File: config.mk
export PLATFORM = sky130hd
export DESIGN_NAME = polynomial_curve_eval_and_inverse_unit
export DESIGN_NICKNAME = d
export VERILOG_FILES = /design/src/design/pcei_pkg.sv /design/src/design/pcei_cfg_regs.sv /design/src/design/pcei_mac.sv /design/src/design/polynomial_curve_eval_and_inverse_unit.sv
export VERILOG_INCLUDE_DIRS = /design/src /design/src/design
export SDC_FILE = /design/constraint.sdc
export NUM_CORES = 2
export LEC_CHECK = 0
export BUFFER_PORTS_ARGS = -buffer_cell sky130_fd_sc_hd__buf_2
export CAP_MARGIN = 20
export CORE_MARGIN = 1.5
export CORE_UTILIZATION = 35
export DETAILED_ROUTE_END_ITERATION = 6
export PLACE_DENSITY = 0.55
export SETUP_SLACK_MARGIN = 0.3
export SLEW_MARGIN = 20
export SYNTH_ARGS = -nofsm -noshare
export SYNTH_HDL_FRONTEND = slang
export SYNTH_SLANG_ARGS = --single-unit
File: constraint.sdc
create_clock -name clk -period 8.1 [get_ports clk]
set_input_delay 1.62 -clock clk [delete_from_list [all_inputs] [get_ports clk]]
set_output_delay 1.62 -clock clk [all_outputs]
set_load 0.02 [all_outputs]
File: src/design/polynomial_curve_eval_and_inverse_unit_macros.svh
// Assertion macros for the polynomial curve unit.
// Uses the clk and rst names of the module that includes it.
`ifndef POLYNOMIAL_CURVE_EVAL_AND_INVERSE_UNIT_MACROS_SVH
`define POLYNOMIAL_CURVE_EVAL_AND_INVERSE_UNIT_MACROS_SVH

// same-cycle implication
`define PCEI_ASSERT_IMP(lbl, ante, cons, msg) \
  lbl: assert property (@(posedge clk) disable iff (rst) (ante) |-> (cons)) \
    else $error(msg);

// next-cycle implication
`define PCEI_ASSERT_NXT(lbl, ante, cons, msg) \
  lbl: assert property (@(posedge clk) disable iff (rst) (ante) |=> (cons)) \
    else $error(msg);

`endif

File: src/design/pcei_pkg.sv
// Shared types and constants for the polynomial curve unit.
// No dependencies.
package pcei_pkg;

  localparam int DEF_MAX_TERMS    = 6;
  localparam int DEF_BISECT_STEPS = 8;
  localparam int DEF_COEFF_WIDTH  = 32;
  localparam int NUM_COEFF_REGS   = 6;

  localparam int DATA_W    = 32;
  localparam int POS_W     = 17;
  localparam int FRAC_BITS = 16;
  localparam int CFG_IDX_W = 3;
  localparam int TERM_W    = 3;
  localparam int COEF_IDX_W = $clog2(NUM_COEFF_REGS);
  localparam int BND_W     = 25;   // Q0.24 bisection bounds, up to 1.0

  localparam logic [BND_W-1:0] ONE_Q24 = BND_W'(1) << 24;
  localparam int MID_RND = 128;    // half LSB when going Q0.24 -> Q0.16

  localparam logic       OP_EVAL   = 1'b0;
  localparam logic       OP_INVERT = 1'b1;

  localparam logic [1:0] STAT_OK       = 2'd0;
  localparam logic [1:0] STAT_RANGE    = 2'd1;
  localparam logic [1:0] STAT_NO_TERMS = 2'd2;

  localparam logic [CFG_IDX_W-1:0] REG_TERM_COUNT = 3'd0;
  localparam logic [CFG_IDX_W-1:0] REG_COEFF_0    = 3'd1;

  typedef enum logic [2:0] {
    ST_IDLE,
    ST_BIS_MID,
    ST_LOAD,
    ST_MUL,
    ST_ADD,
    ST_EVAL_END,
    ST_FIN,
    ST_DONE
  } state_t;

  typedef struct packed {
    logic clear;   // acc <= 0
    logic load;    // acc <= sat(coeff)
    logic mul;     // prod <= |acc| * t
    logic acc_en;  // acc <= sat(rnd(prod) + coeff)
  } mac_ctl_t;

endpackage

File: src/design/pcei_cfg_regs.sv
// Configuration register file: term count and six Q8.24 coefficients.
// Depends on pcei_pkg.
module pcei_cfg_regs #(
  parameter int MAX_TERMS = pcei_pkg::DEF_MAX_TERMS
) (
  input  logic                                  clk,
  input  logic                                  rst,
  input  logic                                  cfg_valid,
  output logic                                  cfg_ready,
  input  logic [pcei_pkg::CFG_IDX_W-1:0]        cfg_index,
  input  logic [pcei_pkg::DATA_W-1:0]           cfg_data,
  input  logic [pcei_pkg::TERM_W-1:0]           rd_idx,
  output logic signed [pcei_pkg::DATA_W-1:0]    rd_coeff,
  output logic [pcei_pkg::TERM_W-1:0]           n_terms
);
  import pcei_pkg::*;

  localparam int LIM = (MAX_TERMS < NUM_COEFF_REGS) ? MAX_TERMS : NUM_COEFF_REGS;

  logic [TERM_W-1:0]        term_count;
  logic signed [DATA_W-1:0] coeff [NUM_COEFF_REGS];
  logic [CFG_IDX_W-1:0]     slot;

  assign cfg_ready = 1'b1;
  assign slot      = cfg_index - REG_COEFF_0;

  always_ff @(posedge clk) begin
    if (rst) begin
      term_count <= '0;
      for (int i = 0; i < NUM_COEFF_REGS; i++) coeff[i] <= '0;
    end else if (cfg_valid && cfg_ready) begin
      if (cfg_index == REG_TERM_COUNT) begin
        term_count <= cfg_data[TERM_W-1:0];
      end else if (slot < CFG_IDX_W'(NUM_COEFF_REGS)) begin
        coeff[slot[COEF_IDX_W-1:0]] <= cfg_data;
      end
    end
  end

  assign n_terms = (term_count > TERM_W'(LIM)) ? TERM_W'(LIM) : term_count;

  // out-of-range index (n-1 with no terms) reads as zero
  assign rd_coeff = (rd_idx < TERM_W'(NUM_COEFF_REGS)) ? coeff[rd_idx[COEF_IDX_W-1:0]] : '0;

endmodule

File: src/design/pcei_mac.sv
// Shared Horner multiply-add unit: registered |acc|*t product, then
// round, sign, add coefficient and saturate. Depends on pcei_pkg.
module pcei_mac #(
  parameter int COEFF_WIDTH = pcei_pkg::DEF_COEFF_WIDTH
) (
  input  logic                                clk,
  input  pcei_pkg::mac_ctl_t                  ctl,
  input  logic [pcei_pkg::POS_W-1:0]          t,
  input  logic signed [pcei_pkg::DATA_W-1:0]  coeff,
  output logic signed [COEFF_WIDTH-1:0]       acc
);
  import pcei_pkg::*;

  localparam int CW  = COEFF_WIDTH;
  localparam int PW  = CW + POS_W;
  localparam int RW  = PW + 1 - FRAC_BITS;
  localparam int SW  = ((CW + 2 > DATA_W) ? CW + 2 : DATA_W) + 1;
  localparam logic signed [SW-1:0] ACC_MAX = {{(SW-CW+1){1'b0}}, {(CW-1){1'b1}}};
  localparam logic signed [SW-1:0] ACC_MIN = ~ACC_MAX;
  localparam logic [PW:0] RND_HALF = (PW+1)'(1) << (FRAC_BITS - 1);

  logic [PW-1:0]          prod;
  logic                   neg;
  logic [CW-1:0]          acc_mag;
  logic [PW:0]            rsum;
  logic [RW-1:0]          rnd_mag;
  logic signed [SW-1:0]   term;
  logic signed [SW-1:0]   sum;
  logic signed [SW-1:0]   coeff_x;

  function automatic logic signed [CW-1:0] sat(input logic signed [SW-1:0] v);
    logic signed [CW-1:0] r;
    if (v > ACC_MAX)      r = ACC_MAX[CW-1:0];
    else if (v < ACC_MIN) r = ACC_MIN[CW-1:0];
    else                  r = v[CW-1:0];
    return r;
  endfunction

  // most negative value negates to 2^(CW-1), still fits unsigned CW bits
  assign acc_mag = acc[CW-1] ? unsigned'(-acc) : unsigned'(acc);
  assign rsum    = {1'b0, prod} + RND_HALF;
  assign rnd_mag = rsum[PW:FRAC_BITS];
  assign term    = neg ? -signed'(SW'(rnd_mag)) : signed'(SW'(rnd_mag));
  assign coeff_x = SW'(coeff);
  assign sum     = term + coeff_x;

  always_ff @(posedge clk) begin
    if (ctl.mul) begin
      prod <= acc_mag * PW'(t);
      neg  <= acc[CW-1];
    end
    if (ctl.clear)       acc <= '0;
    else if (ctl.load)   acc <= sat(coeff_x);
    else if (ctl.acc_en) acc <= sat(sum);
  end

endmodule

File: src/design/polynomial_curve_eval_and_inverse_unit.sv
// Polynomial tone curve unit. Evaluates f(t) = sum coeff_i * t^i (Horner,
// saturating Q8.24) or inverts it by bisection, one item at a time through a
// single multiply-add unit; each Horner step fills its product register,
// then rounds, adds and saturates. An evaluation loads the top coefficient,
// runs a multiply and an add step per further term, then ends; a bisection
// step takes the midpoint, evaluates there and narrows the bracket, and the
// last midpoint is the result. An out-of-range target or an evaluation with
// no terms goes straight to the done state, where a result also waits while
// the previous one sits unaccepted in the output register. in_ready is high
// only while no item is in work; a finished result waits in the output
// register without blocking the next input beat.
// Depends on pcei_pkg, pcei_cfg_regs, pcei_mac and the assertion macros.
`include "polynomial_curve_eval_and_inverse_unit_macros.svh"

module polynomial_curve_eval_and_inverse_unit #(
  parameter int MAX_TERMS    = pcei_pkg::DEF_MAX_TERMS,
  parameter int BISECT_STEPS = pcei_pkg::DEF_BISECT_STEPS,
  parameter int COEFF_WIDTH  = pcei_pkg::DEF_COEFF_WIDTH
) (
  input  logic                                clk,
  input  logic                                rst,
  input  logic                                in_valid,
  output logic                                in_ready,
  input  logic                                opcode,
  input  logic [pcei_pkg::POS_W-1:0]          position,
  input  logic signed [pcei_pkg::DATA_W-1:0]  target,
  output logic                                out_valid,
  input  logic                                out_ready,
  output logic signed [pcei_pkg::DATA_W-1:0]  result_value,
  output logic [1:0]                          status,
  input  logic                                cfg_valid,
  output logic                                cfg_ready,
  input  logic [pcei_pkg::CFG_IDX_W-1:0]      cfg_index,
  input  logic [pcei_pkg::DATA_W-1:0]         cfg_data
);
  import pcei_pkg::*;

  localparam int CW     = COEFF_WIDTH;
  localparam int EW     = (CW > DATA_W) ? CW : DATA_W;
  localparam int STEP_W = $clog2(BISECT_STEPS);

  state_t state, state_next;

  logic                     op, op_next;
  logic signed [DATA_W-1:0] tgt, tgt_next;
  logic [POS_W-1:0]         t, t_next;
  logic [BND_W-1:0]         lo, lo_next, hi, hi_next;
  logic [TERM_W-1:0]        k, k_next;
  logic [STEP_W-1:0]        step, step_next;
  logic signed [DATA_W-1:0] res, res_next;
  logic [1:0]               stat, stat_next;
  logic                     out_valid_next;
  logic                     out_load;

  logic [TERM_W-1:0]        n_terms;
  logic [TERM_W-1:0]        rd_idx;
  logic signed [DATA_W-1:0] rd_coeff;
  logic signed [CW-1:0]     acc;
  logic signed [EW-1:0]     acc_x;
  logic signed [EW-1:0]     tgt_x;
  mac_ctl_t                 ctl;

  logic [BND_W:0]           bnd_sum;
  logic [BND_W-1:0]         mid;
  logic [BND_W:0]           mid_rsum;
  logic [POS_W-1:0]         t_mid;

  pcei_cfg_regs #(.MAX_TERMS(MAX_TERMS)) u_cfg (
    .clk       (clk),
    .rst       (rst),
    .cfg_valid (cfg_valid),
    .cfg_ready (cfg_ready),
    .cfg_index (cfg_index),
    .cfg_data  (cfg_data),
    .rd_idx    (rd_idx),
    .rd_coeff  (rd_coeff),
    .n_terms   (n_terms)
  );

  pcei_mac #(.COEFF_WIDTH(COEFF_WIDTH)) u_mac (
    .clk   (clk),
    .ctl   (ctl),
    .t     (t),
    .coeff (rd_coeff),
    .acc   (acc)
  );

  assign bnd_sum  = {1'b0, lo} + {1'b0, hi};
  assign mid      = bnd_sum[BND_W:1];
  assign mid_rsum = {1'b0, mid} + (BND_W+1)'(MID_RND);
  assign t_mid    = mid_rsum[POS_W+7:8];   // Q0.24 -> Q0.16, round half up

  assign acc_x = EW'(acc);
  assign tgt_x = EW'(tgt);

  always_ff @(posedge clk) begin
    if (rst) begin
      state     <= ST_IDLE;
      out_valid <= 1'b0;
    end else begin
      state     <= state_next;
      out_valid <= out_valid_next;
    end
  end

  always_ff @(posedge clk) begin
    op   <= op_next;
    tgt  <= tgt_next;
    t    <= t_next;
    lo   <= lo_next;
    hi   <= hi_next;
    k    <= k_next;
    step <= step_next;
    res  <= res_next;
    stat <= stat_next;
    if (out_load) begin
      result_value <= res;
      status       <= stat;
    end
  end

  always_comb begin
    state_next     = state;
    op_next        = op;
    tgt_next       = tgt;
    t_next         = t;
    lo_next        = lo;
    hi_next        = hi;
    k_next         = k;
    step_next      = step;
    res_next       = res;
    stat_next      = stat;
    in_ready       = 1'b0;
    out_load       = 1'b0;
    out_valid_next = out_valid && !out_ready;
    ctl            = '0;
    rd_idx         = k - TERM_W'(1);

    unique case (state)
      ST_IDLE: begin
        in_ready = 1'b1;
        if (in_valid) begin
          op_next  = opcode;
          tgt_next = target;
          if (opcode == OP_INVERT) begin
            if (target < 0 || target > signed'(DATA_W'(ONE_Q24))) begin
              res_next   = '0;
              stat_next  = STAT_RANGE;
              state_next = ST_DONE;
            end else begin
              stat_next  = (n_terms == '0) ? STAT_NO_TERMS : STAT_OK;
              lo_next    = '0;
              hi_next    = ONE_Q24;
              step_next  = '0;
              state_next = ST_BIS_MID;
            end
          end else if (n_terms == '0) begin
            res_next   = '0;
            stat_next  = STAT_NO_TERMS;
            state_next = ST_DONE;
          end else begin
            t_next     = position;
            state_next = ST_LOAD;
          end
        end
      end
      ST_BIS_MID: begin
        t_next     = t_mid;
        state_next = ST_LOAD;
      end
      ST_LOAD: begin
        // no terms: curve reads as zero
        rd_idx     = n_terms - TERM_W'(1);
        ctl.clear  = (n_terms == '0);
        ctl.load   = 1'b1;
        k_next     = (n_terms == '0) ? '0 : n_terms - TERM_W'(1);
        state_next = (n_terms <= TERM_W'(1)) ? ST_EVAL_END : ST_MUL;
      end
      ST_MUL: begin
        ctl.mul    = 1'b1;
        state_next = ST_ADD;
      end
      ST_ADD: begin
        ctl.acc_en = 1'b1;
        k_next     = k - TERM_W'(1);
        state_next = (k == TERM_W'(1)) ? ST_EVAL_END : ST_MUL;
      end
      ST_EVAL_END: begin
        if (op == OP_EVAL) begin
          res_next   = acc_x[DATA_W-1:0];
          stat_next  = STAT_OK;
          state_next = ST_DONE;
        end else begin
          if (tgt_x < acc_x) hi_next = mid;
          else               lo_next = mid;
          step_next  = step + STEP_W'(1);
          state_next = (step == STEP_W'(BISECT_STEPS - 1)) ? ST_FIN : ST_BIS_MID;
        end
      end
      ST_FIN: begin
        res_next   = DATA_W'(mid);
        state_next = ST_DONE;
      end
      ST_DONE: begin
        if (!out_valid || out_ready) begin
          out_load       = 1'b1;
          out_valid_next = 1'b1;
          state_next     = ST_IDLE;
        end
      end
      default: state_next = ST_IDLE;
    endcase
  end

  `PCEI_ASSERT_IMP(a_bracket_ordered, state == ST_BIS_MID, (lo < hi) && (hi <= ONE_Q24), "bisection bounds out of order")
  `PCEI_ASSERT_NXT(a_beat_starts_work, in_valid && in_ready, state != ST_IDLE, "accepted beat did not start work")
  `PCEI_ASSERT_IMP(a_horner_has_term, state == ST_MUL || state == ST_ADD, k != '0, "Horner step with no term left")
  `PCEI_ASSERT_NXT(a_out_from_done, !out_valid && state != ST_DONE, !out_valid, "result raised outside done state")

endmodule
Word level (Yosys, flattened, before mapping)
Memories as Yosys holds them, arrays and structs flattened.
Cells that the tools add are included.
- memories: 1
- word-level logic and storage cells: 159
- output and inout bits: 37
- bits of input ports: 90
- register bits: 263
- memory bits (writable): 192
- memories (memory ; depth ; width ; read ports ; clocked after memory_dff ; write ports ; RTL line ; RTL):
    u_cfg.coeff ; 6 ; 32 ; 1 ; 0 ; 6 ; pcei_cfg_regs.sv:21 ; logic signed [DATA_W-1:0] coeff [NUM_COEFF_REGS];
- muxes and demuxes: 75
- equality and inequality tests: 21
- order comparisons: 11
- $mul: 1
- add/sub/neg operators: 10
- reduce and logical (&&, ||, !) cells: 23
- operators by type and width (kind ; count):
    2-to-1 mux 32 bit ; 14
    2-to-1 mux 25 bit ; 10
    case mux 25 bit (2 select lines) ; 2
    case mux 32 bit (3 select lines) ; 1
    2-to-1 mux 17 bit ; 3
    2-to-1 mux 3 bit ; 17
    adder 49 x 16 -> 50 bit, second input constant ; 1
    multiplier 32 x 17 -> 49 bit ; 1
    adder 35 x 32 -> 35 bit ; 1
    > comparator 35 x 32 -> 1 bit, second input constant ; 1
    less-than comparator 35 x 32 -> 1 bit, second input constant ; 1
    2-to-1 mux 35 bit ; 1
    negator 34 -> 35 bit ; 1
    case mux 17 bit (2 select lines) ; 1
    > comparator 32 x 26 -> 1 bit, second input constant ; 1
    > comparator 32 bit, second input constant ; 1
    less-than comparator 32 x 1 -> 1 bit, second input constant ; 1
    less-than comparator 32 bit ; 1
    less-than comparator 32 bit, second input constant ; 1
    negator 32 bit ; 1
    OR reduction 32 bit ; 1
    adder 25 x 25 -> 26 bit ; 1
    adder 25 x 8 -> 25 bit, second input constant ; 1
    case mux 3 bit (8 select lines) ; 1
    24 further kinds ; 76

Longest topological paths before layout
- depth in word-level cells: 12
- depth in mapped cells: 33
- mapped depth without buffers: 31

Hierarchy
A second synthesis with hierarchy kept.
- cells, all modules: 4140
- area total of the unflattened synthesis: 41370.9 µm²
- modules (own cells, without submodules) (module ; instances ; seq. area each (µm²) ; cells an instance ; area each (µm²)):
    pcei_mac ; 1 ; 1691.6 ; 2726 ; 23212.3
    polynomial_curve_eval_and_inverse_unit ; 1 ; 5305.1 ; 776 ; 9130.0
    pcei_cfg_regs ; 1 ; 5825.6 ; 638 ; 9028.7

Least setup slack after synthesis
No wires, ideal clock.
- path type: register -> register
- from: reg u_mac.acc[4]
- to: reg u_mac.prod[47] (data pin)
- slack: 0.111 ns
- cell stages (with the launch flop): 28
- clock period less this slack: 7.989 ns
- setup time: 0.258 ns
- required time: 7.842 ns
- arrival: 7.731 ns
- path buffers: 1
- cells stage by stage: dfxtp_1 -> nor4_1 -> nand3_1 -> or3_1 -> inv_1 -> nand2_1 -> o41ai_1 -> xnor2_1 -> clkbuf_1 -> nand2_1 -> fa_1 -> fa_1 -> inv_1 -> fa_1 -> fa_1 -> fa_1 -> inv_1 -> fa_1 -> inv_1 -> ha_1 -> nand4_1 -> or3b_2 -> nor3_1 -> a21oi_1 -> a311o_1 -> o211ai_1 -> a31oi_1 -> xnor2_1
- cells in the longest elaborated chain, start to end: 3
- ends and longest elaborated chain (what ; RTL line ; RTL):
    start, declared ; pcei_mac.sv:10 ; output logic signed [COEFF_WIDTH-1:0] acc
    start signal, assigned ; pcei_mac.sv:53 ; else if (ctl.load) acc <= sat(coeff_x);
    start signal, assigned ; pcei_mac.sv:54 ; else if (ctl.acc_en) acc <= sat(sum);
    negator 32 bit ; pcei_mac.sv:40 ; assign acc_mag = acc[CW-1] ? unsigned'(-acc) : unsigned'(acc);
    2-to-1 mux 32 bit * ; pcei_mac.sv:40 ;
    multiplier 32 x 17 -> 49 bit * ; pcei_mac.sv:49 ; prod <= acc_mag * PW'(t);
    end signal, assigned ; pcei_mac.sv:49 ;
    end, declared ; pcei_mac.sv:22 ; logic [PW-1:0] prod;
Every way passes the cells marked *; elsewhere a longest branch is shown, timed or not.
A chain may end at the register's enable or synchronous reset.

Worst setup path in the final report
- from: reg u_mac.acc[5]
- to: reg u_mac.prod[48] (data pin)
Same word-level chain as after synthesis.

==> insert_results.sql <==
INSERT INTO impl_metrics (metric_group, metric, value, unit) VALUES
('status', 'run_status', 'complete, no violations', ''),
('layout', 'layout-drive-gt1-share', '0.149', ''),
('timing', 'post-route-min-period', '7.74', 'ns'),
('worst_setup_path', 'cp_top_family', 'adder cells', ''),
('yosys', 'seq_area_frac_synth', '0.318', ''),
('timing', 'rsz0062_at_grt', 'yes', ''),
('floorplanning', 'die_height', '343', 'um'),
('floorplanning', 'die_area', '117000', 'sq um'),
('timing', 'period_share', '0.955', ''),
('cts', 'clk_latency', '0.58', 'ns'),
('worst_setup_path', 'timing.rr.end', 'u_mac.prod[48]', ''),
('floorplanning', 'initial_utilization', '0.353', ''),
('cts', 'cts_buffers', '44', ''),
('global_routing', 'antenna_violations_before_repair', '6', ''),
('layout', 'filler_cell_count', '11200', ''),
('global_routing', 'grt_remaining_overflow', '0', ''),
('yosys', 'synth-edff-count', '401', ''),
('timing', 'timing.final.setup_violations', '0', ''),
('yosys', 'postSynth.asyncResetShare', '0', ''),
('yosys', 'synth-seq-cells', '440', ''),
('worst_hold_path', 'min-delay-path-class', 'flip-flop to flip-flop', ''),
('detailed_routing', 'drt_drc_violations_left', '0', ''),
('floorplanning', 'dieWidth', '343', 'um'),
('detailed_routing', 'route.final.wire_length', '113000', 'um'),
('yosys', 'yosys_most_used_dff', 'edfxtp_1', ''),
('worst_setup_path', 'cp-end-kind', 'flip-flop', ''),
('worst_setup_path', 'cp_num_buf_inv', '7', ''),
('yosys', 'syn_inst_count', '4007', ''),
('global_routing', 'largest_net_degree_at_the_start_of_global_routing', '48', ''),
('yosys', 'postSynthNetCount', '4766', ''),
('layout', 'area_of_combinational_cells_with_multiple_inputs', '25400', 'sq um'),
('detailed_routing', 'antenna_left', '0', ''),
('place', 'gp_congestion', '0.900', ''),
('worst_setup_path', 'critical_path.max_fanout', '7', ''),
('worst_setup_path', 'timing.critical_path.slowest_cell_delay', '0.54', 'ns'),
('cts', 'cts_tree', 'done', ''),
('layout', 'layout.area.seq', '12800', 'sq um'),
('global_routing', 'grt_pass1_wl', '178000', 'um'),
('floorplanning', 'io-pin-count', '127', ''),
('worst_setup_path', 'worst-r2r-setup-slack', '0.36', 'ns'),
('worst_setup_path', 'reg2regPathDepth', '27', ''),
('global_routing', 'gr-usage-all-layers', '0.195', ''),
('timing', 'maxSlewHeadroom', '0.256', ''),
('worst_setup_path', 'data_arrival_time_of_the_critical_path', '8.06', 'ns'),
('timing', 'final.hold.worst_slack', '0.421', 'ns'),
('cts', 'holdBufCountCts', '0', ''),
('cts', 'cts_sinks', '440', ''),
('cts', 'cts_root_buffer', 'clkbuf_16', ''),
('layout', 'syn2layout_area_growth', '15.3', '%'),
('layout', 'share_of_the_core_filled_with_cells', '0.407', ''),
('global_routing', 'via_count_of_the_first_global_routing_pass', '30500', ''),
('timing', 'finClkSkew', '0.0232', 'ns'),
('place', 'numPortBuffers', '125', ''),
('worst_hold_path', 'timing.hold.worst.start', 'res[11]', ''),
('worst_setup_path', 'worstReg2RegStart', 'u_mac.acc[5]', ''),
('cts', 'clk_transition_reported_paths', '0.07', 'ns'),
('timing', 'max_clock_freq', '0.129', 'GHz'),
('worst_setup_path', 'cp.required', '8.42', 'ns'),
('yosys', 'cell_area_synth', '40400', 'sq um'),
('layout', 'nets', '4993', ''),
('detailed_routing', 'drt-wirelength-per-cell', '19.6', 'um'),
('yosys', 'synth.lib_cells_used.distinct', '92', ''),
('place', 'post_detailed_placement_half_perimeter_wirelength', '86700', 'um'),
('timing', 'maxSlewViolCount', '0', ''),
('place', 'post_dp_cell_area', '43800', 'sq um'),
('worst_setup_path', 'worstSetupStartpoint', 'u_mac.acc[5]', ''),
('worst_setup_path', 'worst_path_max_delay_cell', 'fa_1', ''),
('detailed_routing', 'first_iter_violations', '2033', ''),
('worst_hold_path', 'depth_of_the_worst_hold_timing_path', '0', ''),
('timing', 'timing_worst_slew_pin_value', '1.12', 'ns'),
('worst_setup_path', 'cp-start-kind', 'flip-flop', '');
==> registers in the layout (all words and copies together) (netlist names) <==
name	flops
out_valid	1
state	3
u_cfg.coeff	192
step	3
hi	25
k	3
res	32
status	2
u_cfg.term_count	3
result_value	32
u_mac.prod	34
t	17
stat	2
u_mac.acc	32
u_mac.neg	1
lo	25
tgt	32
op	1
==> worst max path at each step <==
stage | end | slack, ns | depth (start not counted)
after floorplan | u_mac.prod[48] | 0.30 | 29
after global routing | u_mac.prod[48] | -0.03 | 30
after global placement | u_mac.prod[48] | -0.09 | 28
final | u_mac.prod[48] | 0.36 | 27
after detailed placement | u_mac.prod[48] | -0.24 | 28
after CTS | u_mac.prod[48] | 0.27 | 29
==> cell families (layout without fill, tap and decap cells) <==
group | after synthesis | in the layout | synth area share
XOR/XNOR | 192 | 192 | 0.0417
multiplexers | 76 | 76 | 0.0289
other | 1 | 3 | 0.0000929
AND/OR/NAND/NOR | 1323 | 1323 | 0.158
adder cells (fa/ha/maj) | 670 | 670 | 0.291
flip-flops | 440 | 440 | 0.318
AO/OA/AOI/OAI | 544 | 544 | 0.0905
buffers and inverters | 761 | 1022 | 0.0723
==> Yosys cell counts (18+ instances only) <==
| cell type | instances | area share |
|---|---|---|
| nand2b_1 | 24 | 0.0037 |
| a21oi_1 | 114 | 0.014 |
| o2bb2ai_1 | 66 | 0.014 |
| clkbuf_1 | 162 | 0.015 |
| xnor2_1 | 140 | 0.030 |
| nor2b_1 | 20 | 0.0031 |
| ha_1 | 220 | 0.068 |
| xor2_1 | 52 | 0.011 |
| nand4_1 | 32 | 0.0050 |
| a21o_1 | 65 | 0.012 |
| mux4_2 | 32 | 0.018 |
| a31oi_1 | 29 | 0.0045 |
| nor3_1 | 42 | 0.0052 |
| nand3_1 | 52 | 0.0064 |
| nor4_1 | 25 | 0.0039 |
| dfxtp_1 | 39 | 0.019 |
| o21ai_0 | 115 | 0.014 |
| or3_1 | 18 | 0.0028 |
| inv_1 | 571 | 0.053 |
| and3_1 | 22 | 0.0034 |
| mux2i_1 | 39 | 0.0097 |
| fa_1 | 449 | 0.22 |
| nor2_1 | 287 | 0.027 |
| and2_1 | 212 | 0.033 |
| nand2_1 | 515 | 0.048 |
| edfxtp_1 | 401 | 0.30 |
==> placed cells by master (no fill, tap or decap), types with 65 or more instances in the layout <==
| master | count |
|---|---|
| buf_2 | 126 |
| fa_1 | 441 |
| o21ai_0 | 101 |
| xnor2_1 | 131 |
| buf_4 | 203 |
| a21o_1 | 65 |
| edfxtp_1 | 401 |
| a21oi_1 | 102 |
| nor2_1 | 284 |
| ha_1 | 207 |
| inv_1 | 557 |
| and2_1 | 208 |
| nand2_1 | 511 |
| o2bb2ai_1 | 65 |
==> per-stage QoR <==
step / worst slack (ns) / instances / TNS (ns)
final: 0.362 / 5782 / 0
after global routing: -0.0297 / 5781 / -0.0427
after CTS: 0.265 / 5762 / 0
after detailed placement: -0.239 / 5652 / -1.63
after global placement: -0.0863 / 5652 / -0.273
after floorplan: 0.302 / 4007 / 0
==> worst register-to-register path, delay by kind of cell (launching register included) <==
family	cells	cell delay, ns
AO/OA/AOI/OAI	4	0.99
adder cells (fa/ha/maj)	7	3.45
flip-flops	1	0.34
buffers and inverters	7	0.92
AND/OR/NAND/NOR	8	1.65
XOR/XNOR	1	0.14
==> routing by layer <==
layer / part of all wire / up-vias / GRT usage
met3: 0.064 / 156 / 0.0313
met2: 0.46 / 835 / 0.314
li1: - / 13800 / -
met5: 0.00011 / - / 0
met4: 0.024 / 2 / 0.0493
met1: 0.45 / 14900 / 0.274
==> layout make-up <==
type	count	area share
Multi-Input combinational cell	2806	0.545
Sequential cell	440	0.276
Timing Repair Buffer	371	0.0608
Inverter	571	0.0461
Tap cell	1512	0.0407
Clock buffer	54	0.0254
Clock inverter	26	0.00592
Antenna cell	2	0.000108
==> what timing repair did <==
item / in CTS / in global routing
pin swaps: 93 / 47
setup endpoints to repair: 15 / 23
resized for setup: 98 / 69
gates cloned: 0 / 1
setup buffers: 30 / 15
Power is left out: the tool's default activity adds up to more than one toggle a clock period on the data nets, which glitch-free logic cannot reach.
